**src/hdl/lwqd_pkg.sv**
```systemverilog
package lwqd_pkg;

  localparam int WIN_W     = 4;
  localparam int SERVICE_W = 8;
  localparam int CHOSEN_W  = 3;
  localparam int MASK_W    = 8;

  localparam logic [WIN_W-1:0] WIN_RESET = 4'd8;

endpackage

```
**src/hdl/lwqd_in_if.sv**
```systemverilog
interface lwqd_in_if;
  import lwqd_pkg::*;

  logic                 valid;
  logic                 ready;
  logic                 func;
  logic [SERVICE_W-1:0] service_time;

  modport source (output valid, output func, output service_time, input ready);
  modport sink (input valid, input func, input service_time, output ready);

endinterface

```
**src/hdl/lwqd_out_if.sv**
```systemverilog
interface lwqd_out_if;
  import lwqd_pkg::*;

  logic                valid;
  logic                ready;
  logic [CHOSEN_W-1:0] chosen_queue;
  logic                accepted;
  logic [MASK_W-1:0]   completed_mask;
  logic [MASK_W-1:0]   busy_mask;

  modport source (
    output valid, output chosen_queue, output accepted,
    output completed_mask, output busy_mask, input ready
  );
  modport sink (
    input valid, input chosen_queue, input accepted,
    input completed_mask, input busy_mask, output ready
  );

endinterface

```
**src/hdl/lwqd_ram.sv**
```systemverilog
module lwqd_ram #(
  parameter int WIDTH = 8,
  parameter int DEPTH = 16
) (
  input  logic                     clk,
  input  logic                     we,
  input  logic [$clog2(DEPTH)-1:0] waddr,
  input  logic [WIDTH-1:0]         wdata,
  input  logic [$clog2(DEPTH)-1:0] raddr,
  output logic [WIDTH-1:0]         rdata
);

  logic [WIDTH-1:0] mem [DEPTH];

  always_ff @(posedge clk) begin
    if (we) begin
      mem[waddr] <= wdata;
    end
    rdata <= mem[raddr];
  end

endmodule

```
**src/hdl/least_work_queue_dispatcher_top.sv**
```systemverilog
// Least-work-left dispatcher over NUM_QUEUES service queues.
// Each transaction on the item channel is one time tick; when func is set it
// also brings a job of service_time ticks. The job goes to the active queue
// with the least remaining work (lowest index on a tie) and is dropped with
// accepted low if that queue already holds QUEUE_DEPTH jobs. Then every
// nonempty active queue spends one tick on its head job and retires it when
// it reaches zero. One result transaction per item appears on the result
// channel, registered, in the cycle after the item is taken.
// Throughput is one item per cycle unless the result channel stalls: the
// minimum search, enqueue and per-queue tick are combinational, and each
// queue owns a small RAM with a prefetched head, to retire a job every tick.
// The result register holds a finished transaction while the receiver
// stalls; a new item is taken in the same cycle the held result drains, and
// none while it stays stalled.
// cfg_we writes windows_in_use, the number of queues taking part. Write it
// only while the block is idle. Reset sets it to 8, empties all queues and
// needs no clearing pass; job storage is only read where a job was written.
module least_work_queue_dispatcher_top #(
  parameter int NUM_QUEUES  = 8,
  parameter int QUEUE_DEPTH = 16
) (
  input  logic                         clk,
  input  logic                         rst,
  input  logic                         cfg_we,
  input  logic [lwqd_pkg::WIN_W-1:0]   cfg_wdata,
  lwqd_in_if.sink                      item,
  lwqd_out_if.source                   result
);
  import lwqd_pkg::*;

  localparam int PTR_W  = $clog2(QUEUE_DEPTH);
  localparam int CNT_W  = $clog2(QUEUE_DEPTH + 1);
  localparam int WORK_W = $clog2(255 * QUEUE_DEPTH + 1);

  logic [WIN_W-1:0]     windows_in_use;
  logic [PTR_W-1:0]     head_pointer      [NUM_QUEUES];
  logic [PTR_W-1:0]     head_pointer_next [NUM_QUEUES];
  logic [CNT_W-1:0]     job_count         [NUM_QUEUES];
  logic [CNT_W-1:0]     job_count_next    [NUM_QUEUES];
  logic [WORK_W-1:0]    work_left         [NUM_QUEUES];
  logic [WORK_W-1:0]    work_left_next    [NUM_QUEUES];
  logic [SERVICE_W-1:0] head_time         [NUM_QUEUES];
  logic [SERVICE_W-1:0] head_time_next    [NUM_QUEUES];
  logic [SERVICE_W-1:0] head_cur          [NUM_QUEUES];
  logic [NUM_QUEUES-1:0] head_load, head_load_next;
  logic [NUM_QUEUES-1:0] byp, byp_next;
  logic [SERVICE_W-1:0] byp_data;

  logic [SERVICE_W-1:0] ram_rdata [NUM_QUEUES];
  logic [PTR_W-1:0]     ram_waddr [NUM_QUEUES];
  logic [PTR_W-1:0]     head_inc  [NUM_QUEUES];
  logic [NUM_QUEUES-1:0] ram_we;

  logic                  take;
  logic [SERVICE_W-1:0]  st_eff;
  logic [NUM_QUEUES-1:0] active, win_oh, full, done;
  logic [CHOSEN_W-1:0]   chosen_enc;
  logic                  acc;
  logic [MASK_W-1:0]     done_mask, busy_mask;

  logic                  out_valid;
  logic [CHOSEN_W-1:0]   out_chosen;
  logic                  out_acc;
  logic [MASK_W-1:0]     out_done, out_busy;

  assign take       = item.valid && item.ready;
  assign item.ready = !out_valid || result.ready;
  assign st_eff     = (item.service_time == '0) ? SERVICE_W'(1) : item.service_time;

  // Current head time: a freshly promoted head comes from the RAM, or from
  // the bypass when it was written in the same cycle it was read.
  always_comb begin
    for (int q = 0; q < NUM_QUEUES; q++) begin
      if (head_load[q]) begin
        head_cur[q] = byp[q] ? byp_data : ram_rdata[q];
      end else begin
        head_cur[q] = head_time[q];
      end
    end
  end

  // Tail slot and next head slot of each queue, wrapped at QUEUE_DEPTH.
  always_comb begin
    logic [PTR_W:0] sum;
    logic [PTR_W:0] inc;
    for (int q = 0; q < NUM_QUEUES; q++) begin
      sum = (PTR_W+1)'(head_pointer[q]) + (PTR_W+1)'(job_count[q]);
      if (sum >= (PTR_W+1)'(QUEUE_DEPTH)) begin
        sum = sum - (PTR_W+1)'(QUEUE_DEPTH);
      end
      ram_waddr[q] = PTR_W'(sum);
      inc = (PTR_W+1)'(head_pointer[q]) + (PTR_W+1)'(1);
      if (inc == (PTR_W+1)'(QUEUE_DEPTH)) begin
        inc = '0;
      end
      head_inc[q] = PTR_W'(inc);
    end
  end

  // A queue wins when it beats every lower active queue strictly and no
  // higher active queue beats it; exactly one active queue wins.
  always_comb begin
    for (int q = 0; q < NUM_QUEUES; q++) begin
      active[q] = (q == 0) || (q < int'(windows_in_use));
      full[q]   = (job_count[q] == CNT_W'(QUEUE_DEPTH));
    end
    for (int q = 0; q < NUM_QUEUES; q++) begin
      win_oh[q] = active[q];
      for (int p = 0; p < NUM_QUEUES; p++) begin
        if (p < q && active[p] && !(work_left[q] < work_left[p])) begin
          win_oh[q] = 1'b0;
        end
        if (p > q && active[p] && (work_left[p] < work_left[q])) begin
          win_oh[q] = 1'b0;
        end
      end
    end
    chosen_enc = '0;
    for (int q = 0; q < NUM_QUEUES; q++) begin
      if (win_oh[q] && item.func) begin
        chosen_enc = chosen_enc | CHOSEN_W'(q);
      end
    end
    acc = item.func && ((win_oh & ~full) != '0);
  end

  always_comb begin
    logic                 arr;
    logic [CNT_W-1:0]     cnt_a;
    logic [WORK_W-1:0]    work_a;
    logic [SERVICE_W-1:0] hv;
    logic [SERVICE_W-1:0] t;
    for (int q = 0; q < NUM_QUEUES; q++) begin
      head_pointer_next[q] = head_pointer[q];
      job_count_next[q]    = job_count[q];
      work_left_next[q]    = work_left[q];
      head_time_next[q]    = head_cur[q];
      head_load_next[q]    = 1'b0;
      ram_we[q]            = 1'b0;
      done[q]              = 1'b0;
      arr    = item.func && win_oh[q] && !full[q];
      cnt_a  = job_count[q] + CNT_W'(arr);
      work_a = work_left[q] + (arr ? WORK_W'(st_eff) : '0);
      hv     = (job_count[q] == '0) ? st_eff : head_cur[q];
      t      = (hv != '0) ? hv - SERVICE_W'(1) : hv;
      if (take && active[q]) begin
        ram_we[q] = arr;
        if (cnt_a != '0) begin
          head_time_next[q] = t;
          work_left_next[q] = (work_a != '0) ? work_a - WORK_W'(1) : work_a;
          if (t == '0) begin
            head_pointer_next[q] = head_inc[q];
            job_count_next[q]    = cnt_a - CNT_W'(1);
            head_load_next[q]    = 1'b1;
            done[q]              = 1'b1;
          end else begin
            job_count_next[q] = cnt_a;
          end
        end
      end
      byp_next[q] = ram_we[q] && (ram_waddr[q] == head_pointer_next[q]);
    end
  end

  always_comb begin
    done_mask = '0;
    busy_mask = '0;
    for (int q = 0; q < NUM_QUEUES && q < MASK_W; q++) begin
      done_mask[q] = done[q];
      busy_mask[q] = (job_count_next[q] != '0);
    end
  end

  for (genvar g = 0; g < NUM_QUEUES; g++) begin : g_queue
    lwqd_ram #(
      .WIDTH (SERVICE_W),
      .DEPTH (QUEUE_DEPTH)
    ) u_store (
      .clk   (clk),
      .we    (ram_we[g]),
      .waddr (ram_waddr[g]),
      .wdata (st_eff),
      .raddr (head_pointer_next[g]),
      .rdata (ram_rdata[g])
    );
  end

  always_ff @(posedge clk) begin
    if (rst) begin
      windows_in_use <= WIN_RESET;
    end else if (cfg_we) begin
      windows_in_use <= cfg_wdata;
    end
  end

  always_ff @(posedge clk) begin
    for (int q = 0; q < NUM_QUEUES; q++) begin
      head_time[q] <= head_time_next[q];
    end
    byp_data <= st_eff;
    if (rst) begin
      for (int q = 0; q < NUM_QUEUES; q++) begin
        head_pointer[q] <= '0;
        job_count[q]    <= '0;
        work_left[q]    <= '0;
      end
      head_load <= '0;
      byp       <= '0;
    end else begin
      for (int q = 0; q < NUM_QUEUES; q++) begin
        head_pointer[q] <= head_pointer_next[q];
        job_count[q]    <= job_count_next[q];
        work_left[q]    <= work_left_next[q];
      end
      head_load <= head_load_next;
      byp       <= byp_next;
    end
  end

  always_ff @(posedge clk) begin
    if (take) begin
      out_chosen <= chosen_enc;
      out_acc    <= acc;
      out_done   <= done_mask;
      out_busy   <= busy_mask;
    end
    if (rst) begin
      out_valid <= 1'b0;
    end else if (take) begin
      out_valid <= 1'b1;
    end else if (result.ready) begin
      out_valid <= 1'b0;
    end
  end

  assign result.valid          = out_valid;
  assign result.chosen_queue   = out_chosen;
  assign result.accepted       = out_acc;
  assign result.completed_mask = out_done;
  assign result.busy_mask      = out_busy;

  a_one_winner: assert property (@(posedge clk) disable iff (rst) $onehot(win_oh))
    else $error("dispatch did not select exactly one queue");

  for (genvar g = 0; g < NUM_QUEUES; g++) begin : g_check
    a_work_matches_count: assert property (@(posedge clk) disable iff (rst)
      (job_count[g] == '0) == (work_left[g] == '0))
      else $error("queue workload sum disagrees with its job count");
    a_count_bound: assert property (@(posedge clk) disable iff (rst)
      job_count[g] <= CNT_W'(QUEUE_DEPTH))
      else $error("queue job count exceeds its depth");
  end

endmodule

```
**src/flat_wrapper.sv**
```systemverilog
// flat-port wrapper written by rule: the top's interface ports become plain ports
module least_work_queue_dispatcher_top_flat import lwqd_pkg::*;
#(
  parameter int NUM_QUEUES  = 8,
  parameter int QUEUE_DEPTH = 16
)
  (clk, rst, cfg_we, cfg_wdata, item_valid, item_func, item_service_time, item_ready, result_valid, result_chosen_queue, result_accepted, result_completed_mask, result_busy_mask, result_ready);
  lwqd_in_if item_i ();
  lwqd_out_if result_i ();
  input  logic clk;
  input  logic rst;
  input  logic cfg_we;
  input  logic [lwqd_pkg::WIN_W-1:0] cfg_wdata;
  input wire logic [$bits(item_i.valid)-1:0] item_valid;
  input wire logic [$bits(item_i.func)-1:0] item_func;
  input wire logic [$bits(item_i.service_time)-1:0] item_service_time;
  output wire logic [$bits(item_i.ready)-1:0] item_ready;
  output wire logic [$bits(result_i.valid)-1:0] result_valid;
  output wire logic [$bits(result_i.chosen_queue)-1:0] result_chosen_queue;
  output wire logic [$bits(result_i.accepted)-1:0] result_accepted;
  output wire logic [$bits(result_i.completed_mask)-1:0] result_completed_mask;
  output wire logic [$bits(result_i.busy_mask)-1:0] result_busy_mask;
  input wire logic [$bits(result_i.ready)-1:0] result_ready;
  assign item_i.valid = item_valid;
  assign item_i.func = item_func;
  assign item_i.service_time = item_service_time;
  assign item_ready = item_i.ready;
  assign result_valid = result_i.valid;
  assign result_chosen_queue = result_i.chosen_queue;
  assign result_accepted = result_i.accepted;
  assign result_completed_mask = result_i.completed_mask;
  assign result_busy_mask = result_i.busy_mask;
  assign result_i.ready = result_ready;
  least_work_queue_dispatcher_top #(.NUM_QUEUES(NUM_QUEUES), .QUEUE_DEPTH(QUEUE_DEPTH)) u_core (.clk(clk), .rst(rst), .cfg_we(cfg_we), .cfg_wdata(cfg_wdata), .item(item_i), .result(result_i));
endmodule
```
**config.mk**
```make
export PLATFORM = sky130hd
export DESIGN_NAME = least_work_queue_dispatcher_top_flat
export DESIGN_NICKNAME = d
export VERILOG_FILES = /design/src/hdl/lwqd_pkg.sv /design/src/hdl/lwqd_in_if.sv /design/src/hdl/lwqd_out_if.sv /design/src/hdl/lwqd_ram.sv /design/src/hdl/least_work_queue_dispatcher_top.sv /design/src/flat_wrapper.sv
export SDC_FILE = /design/constraint.sdc
export NUM_CORES = 2
export LEC_CHECK = 0
export ABC_CLOCK_PERIOD_IN_PS = 6300
export BUFFER_PORTS_ARGS = -buffer_cell sky130_fd_sc_hd__buf_4
export CORE_MARGIN = 8
export CORE_UTILIZATION = 40
export CTS_BUF_LIST = sky130_fd_sc_hd__clkbuf_4 sky130_fd_sc_hd__clkbuf_8
export DETAILED_ROUTE_END_ITERATION = 7
export GPL_TIMING_DRIVEN = 1
export PLACE_DENSITY = 0.57
export SETUP_SLACK_MARGIN = 0.5
export SKIP_CTS_REPAIR_TIMING = 1
export SLEW_MARGIN = 10
export SYNTH_ARGS = -nofsm -noshare
export SYNTH_HDL_FRONTEND = slang
export SYNTH_SLANG_ARGS = --single-unit
```
**constraint.sdc**
```tcl
create_clock -name clk -period 6.3 [get_ports clk]
set_input_delay 0.945 -clock clk [delete_from_list [all_inputs] [get_ports clk]]
set_output_delay 0.945 -clock clk [all_outputs]
set_load 0.01 [all_outputs]
```
==> key figures <==
Global routing
  – Global routing usage on met1: 30.1%
  – Grt peak-use layer: met2
  – Met3 Track Usage GR: 3.66%
  – Largest net degree at the start of global routing: 109
  – Initial antenna violation count: 8
  – First-pass GRT wire length: 377 mm
  – Tot GR Track Use: 22.8%
  – Vias in the first global route: 60832
  – Global route overflow: 0
  – Met2 Resource Use GR: 37.9%

Synthesis
  – Gate Count Post-Synth: 7285
  – FF+latch count, synth: 1369
  – Net count after synthesis: 7786
  – Main area contributors after synthesis: edfxtp_1 39%, dfxtp_1 8.2%, mux2i_1 7.4%
  – Synth cell types: 121
  – Top-count cell post-synth: edfxtp_1
  – Top_reg_cell synth: edfxtp_1
  – Post-synthesis sequential area ratio: 47.7%
  – Ys Warns: 0
  – Number of enable flip-flop cells after synthesis: 1044
  – Mean post-synth cell area: 10.9 µm²
  – Cell taking the most area after synthesis: edfxtp_1
  – Ys async rst share: 0%
  – Synth Cell Area: 79400 µm²
  – Synth top area share: 39.5%
  – Synth cell count leaders: 1044 x edfxtp_1, 592 x nor2_1, 586 x mux2i_1

Finish
  – Final Cell Area: 94700 µm²
  – Layout cell share with drive strength beyond 1: 21.9%
  – Nets@finish: 8376
  – Synth-to-layout area growth: 19.2%
  – Core Util, Final: 48.0%
  – Filler cell count: 18099

STA
  – Tightest Pin Transition: 1.35 ns
  – Setup TNS: 0 ns
  – Maximum clock frequency: 166 MHz
  – Tmin final: 6.04 ns
  – Worst slew margin relative to its limit: 9.45%
  – Final Hold Viols: 0
  – Fin crit share: 95.8%
  – Clock Skews: 0.0694 ns
  – Max-slew violations: 0
  – RSZ-0062 raised after global routing: yes
  – Endpoints failing setup: 0
  – Final critical-path setup slack: 0.264 ns

Floorplanning
  – DIE AREA: 213000 µm²
  – Die width: 462 µm
  – Row cnt: 163
  – I/O pin count: 40
  – DIE HEIGHT: 462 µm
  – Core area: 197000 µm²
  – Initial Util: 40.2%

Power
  – Internal power: 0.0220 W
  – Sw frac: 37.1%
  – Leakage power: 34.1 nW
  – Cell Pwr Density: 370 nW/µm²
  – NetSw: 0.0130 W
  – Flop pwr share: 29.8%
  – PnR Total Power: 0.0350 W
  – Maximum vdd drop: 0.000616 V
  – Gate power share: 45.6%
  – Clk pwr share: 24.6%

Clocking
  – Longest Clk Path Bufs: 3
  – Clk Latency, worst-skew pair: 1.04 ns
  – TritonCTS clock tree: done
  – H-tree Lvls: 4
  – Worst-path clk slew: 0.06 ns
  – Clk sinks: 1369
  – Clock Tree Root: clkbuf_8
  – Number of CTS-inserted buffers: 231

Critical path
  – CP Capture Type: flip-flop
  – Setup CP Type: flip-flop to flip-flop
  – Arr. time, crit path: 6.95 ns
  – Worst setup SP type: flip-flop
  – Max stage delay on crit path: 0.54 ns
  – Worst path required time: 7.21 ns
  – Buffers & Inverters on Critical Path: 7
  – Most frequent cell on the critical path: a21oi_2
  – Top delay family on crit path: compound AO/OA/AOI/OAI gates
  – Slowest CP cell: or4_4
  – CP max FO: 5

Drt
  – Vias/cell: 5.85
  – # DRC: 0
  – WL/cell: 23.9 µm
  – Drt initial violations: 5506
  – DR pass1 iterations: 6
  – Total Wirelength: 257 mm
  – DRT antenna net count: 0
  – Routed via count: 62721

Place
  – DP Area: 86500 µm²
  – Post-DP HPWL: 175 mm
  – RePlAce Congestion: 0.980
  – Post-Place Worst Slack: -0.304 ns
  – I/O Buffers: 39

Worst hold path
  – Worst min-delay path category: primary input to flip-flop

Run
  – Max cap viols: 0

Outcome
  – Status: completed
metal layers:
layer	part of all wire, %	wire length (µm)
met5	0.0043	11
met4	3.8	9820
met3	5.8	14800
met2	47	122000
met1	43	110000
cells by family (layout without fill, tap and decap cells):
kind of cell | Yosys count | count (layout) | share of synthesized area [%]
buffers and inverters | 638 | 1428 | 3.26
DFF | 1369 | 1369 | 47.7
AOI/OAI and AO/OA | 1588 | 1591 | 13.6
and+or+nand+nor | 2123 | 2123 | 13.2
other | 0 | 11 | 0
xor gates and xnor gates | 313 | 313 | 3.50
muxes | 771 | 771 | 11.0
adders and majority gates | 483 | 483 | 7.76
stage by stage:
stage,instances,hold slack (ns)
floorplan,7285,0.448
finish,10729,0.149
global route,10725,0.0683
global placement,10169,0.503
CTS,10605,0.0338
detailed placement,10169,0.514
state kept, by name, summed over array words and instances, names as in the netlist:
register	flops
u_core.g_queue.u_store.rdata	64
u_core.byp	8
u_core.work_left	96
u_core.g_queue.u_store.mem	1024
u_core.result.busy_mask	8
u_core.head_load	8
u_core.byp_data	8
u_core.result.accepted	1
u_core.job_count	40
u_core.head_pointer	32
u_core.result.chosen_queue	3
u_core.result.completed_mask	8
u_core.result.valid	1
u_core.windows_in_use	4
u_core.head_time	64
area by class of cell:
| cell class | count | area, µm² | share of cell area [%] |
|---|---|---|---|
| clock inverter | 112 | 962 | 1.02 |
| multi-input combinational | 5281 | 41100 | 43.4 |
| timing repair buffer | 752 | 6370 | 6.73 |
| timing repair inverter | 1 | 5.00 | 0.00529 |
| sequential | 1369 | 37900 | 40.0 |
| inverter | 239 | 950 | 1.00 |
| clock buffer | 324 | 4030 | 4.25 |
| antenna | 11 | 27.5 | 0.0291 |
| tap | 2640 | 3300 | 3.49 |
final timing paths:
check	start	end	cells past startpoint	slack (ns)
worst max-delay path	u_core.work_left[0][21]	u_core.work_left[0][22]	29	0.26
worst min-delay path	item_service_time[7]	u_core.byp_data[7]	1	0.15
worst max register to register	u_core.work_left[0][21]	u_core.work_left[0][22]	29	0.26
worst min register to register	u_core.work_left[0][5]	u_core.work_left[0][5]	2	0.53
power groups by stage:
stage | logic (W) | registers, W | clock network [W]
2_1_floorplan | 0.00893 | 0.0105 | 0
3_3_place_gp | 0.0133 | 0.0106 | 0
3_5_place_dp | 0.0134 | 0.0106 | 0
4_1_cts | 0.0135 | 0.0104 | 0.00879
5_1_grt | 0.0171 | 0.0105 | 0.00916
6_report | 0.0160 | 0.0104 | 0.00860
cells in the final DEF, fill, tap and decap left out, drive strengths merged, types with 92 or more instances in the layout:
cell type / n
edfxtp: 1044
buf: 744
nor2: 596
mux2i: 587
nand2: 477
ha: 467
a21oi: 338
clkbuf: 332
dfxtp: 325
o21ai: 298
inv: 237
xnor2: 221
nor3: 212
nand3: 189
a21o: 170
a211oi: 131
mux2: 115
nor4: 109
o22ai: 97
nor2b: 93
xor2: 92
Power figures use the tool's default switching activity.
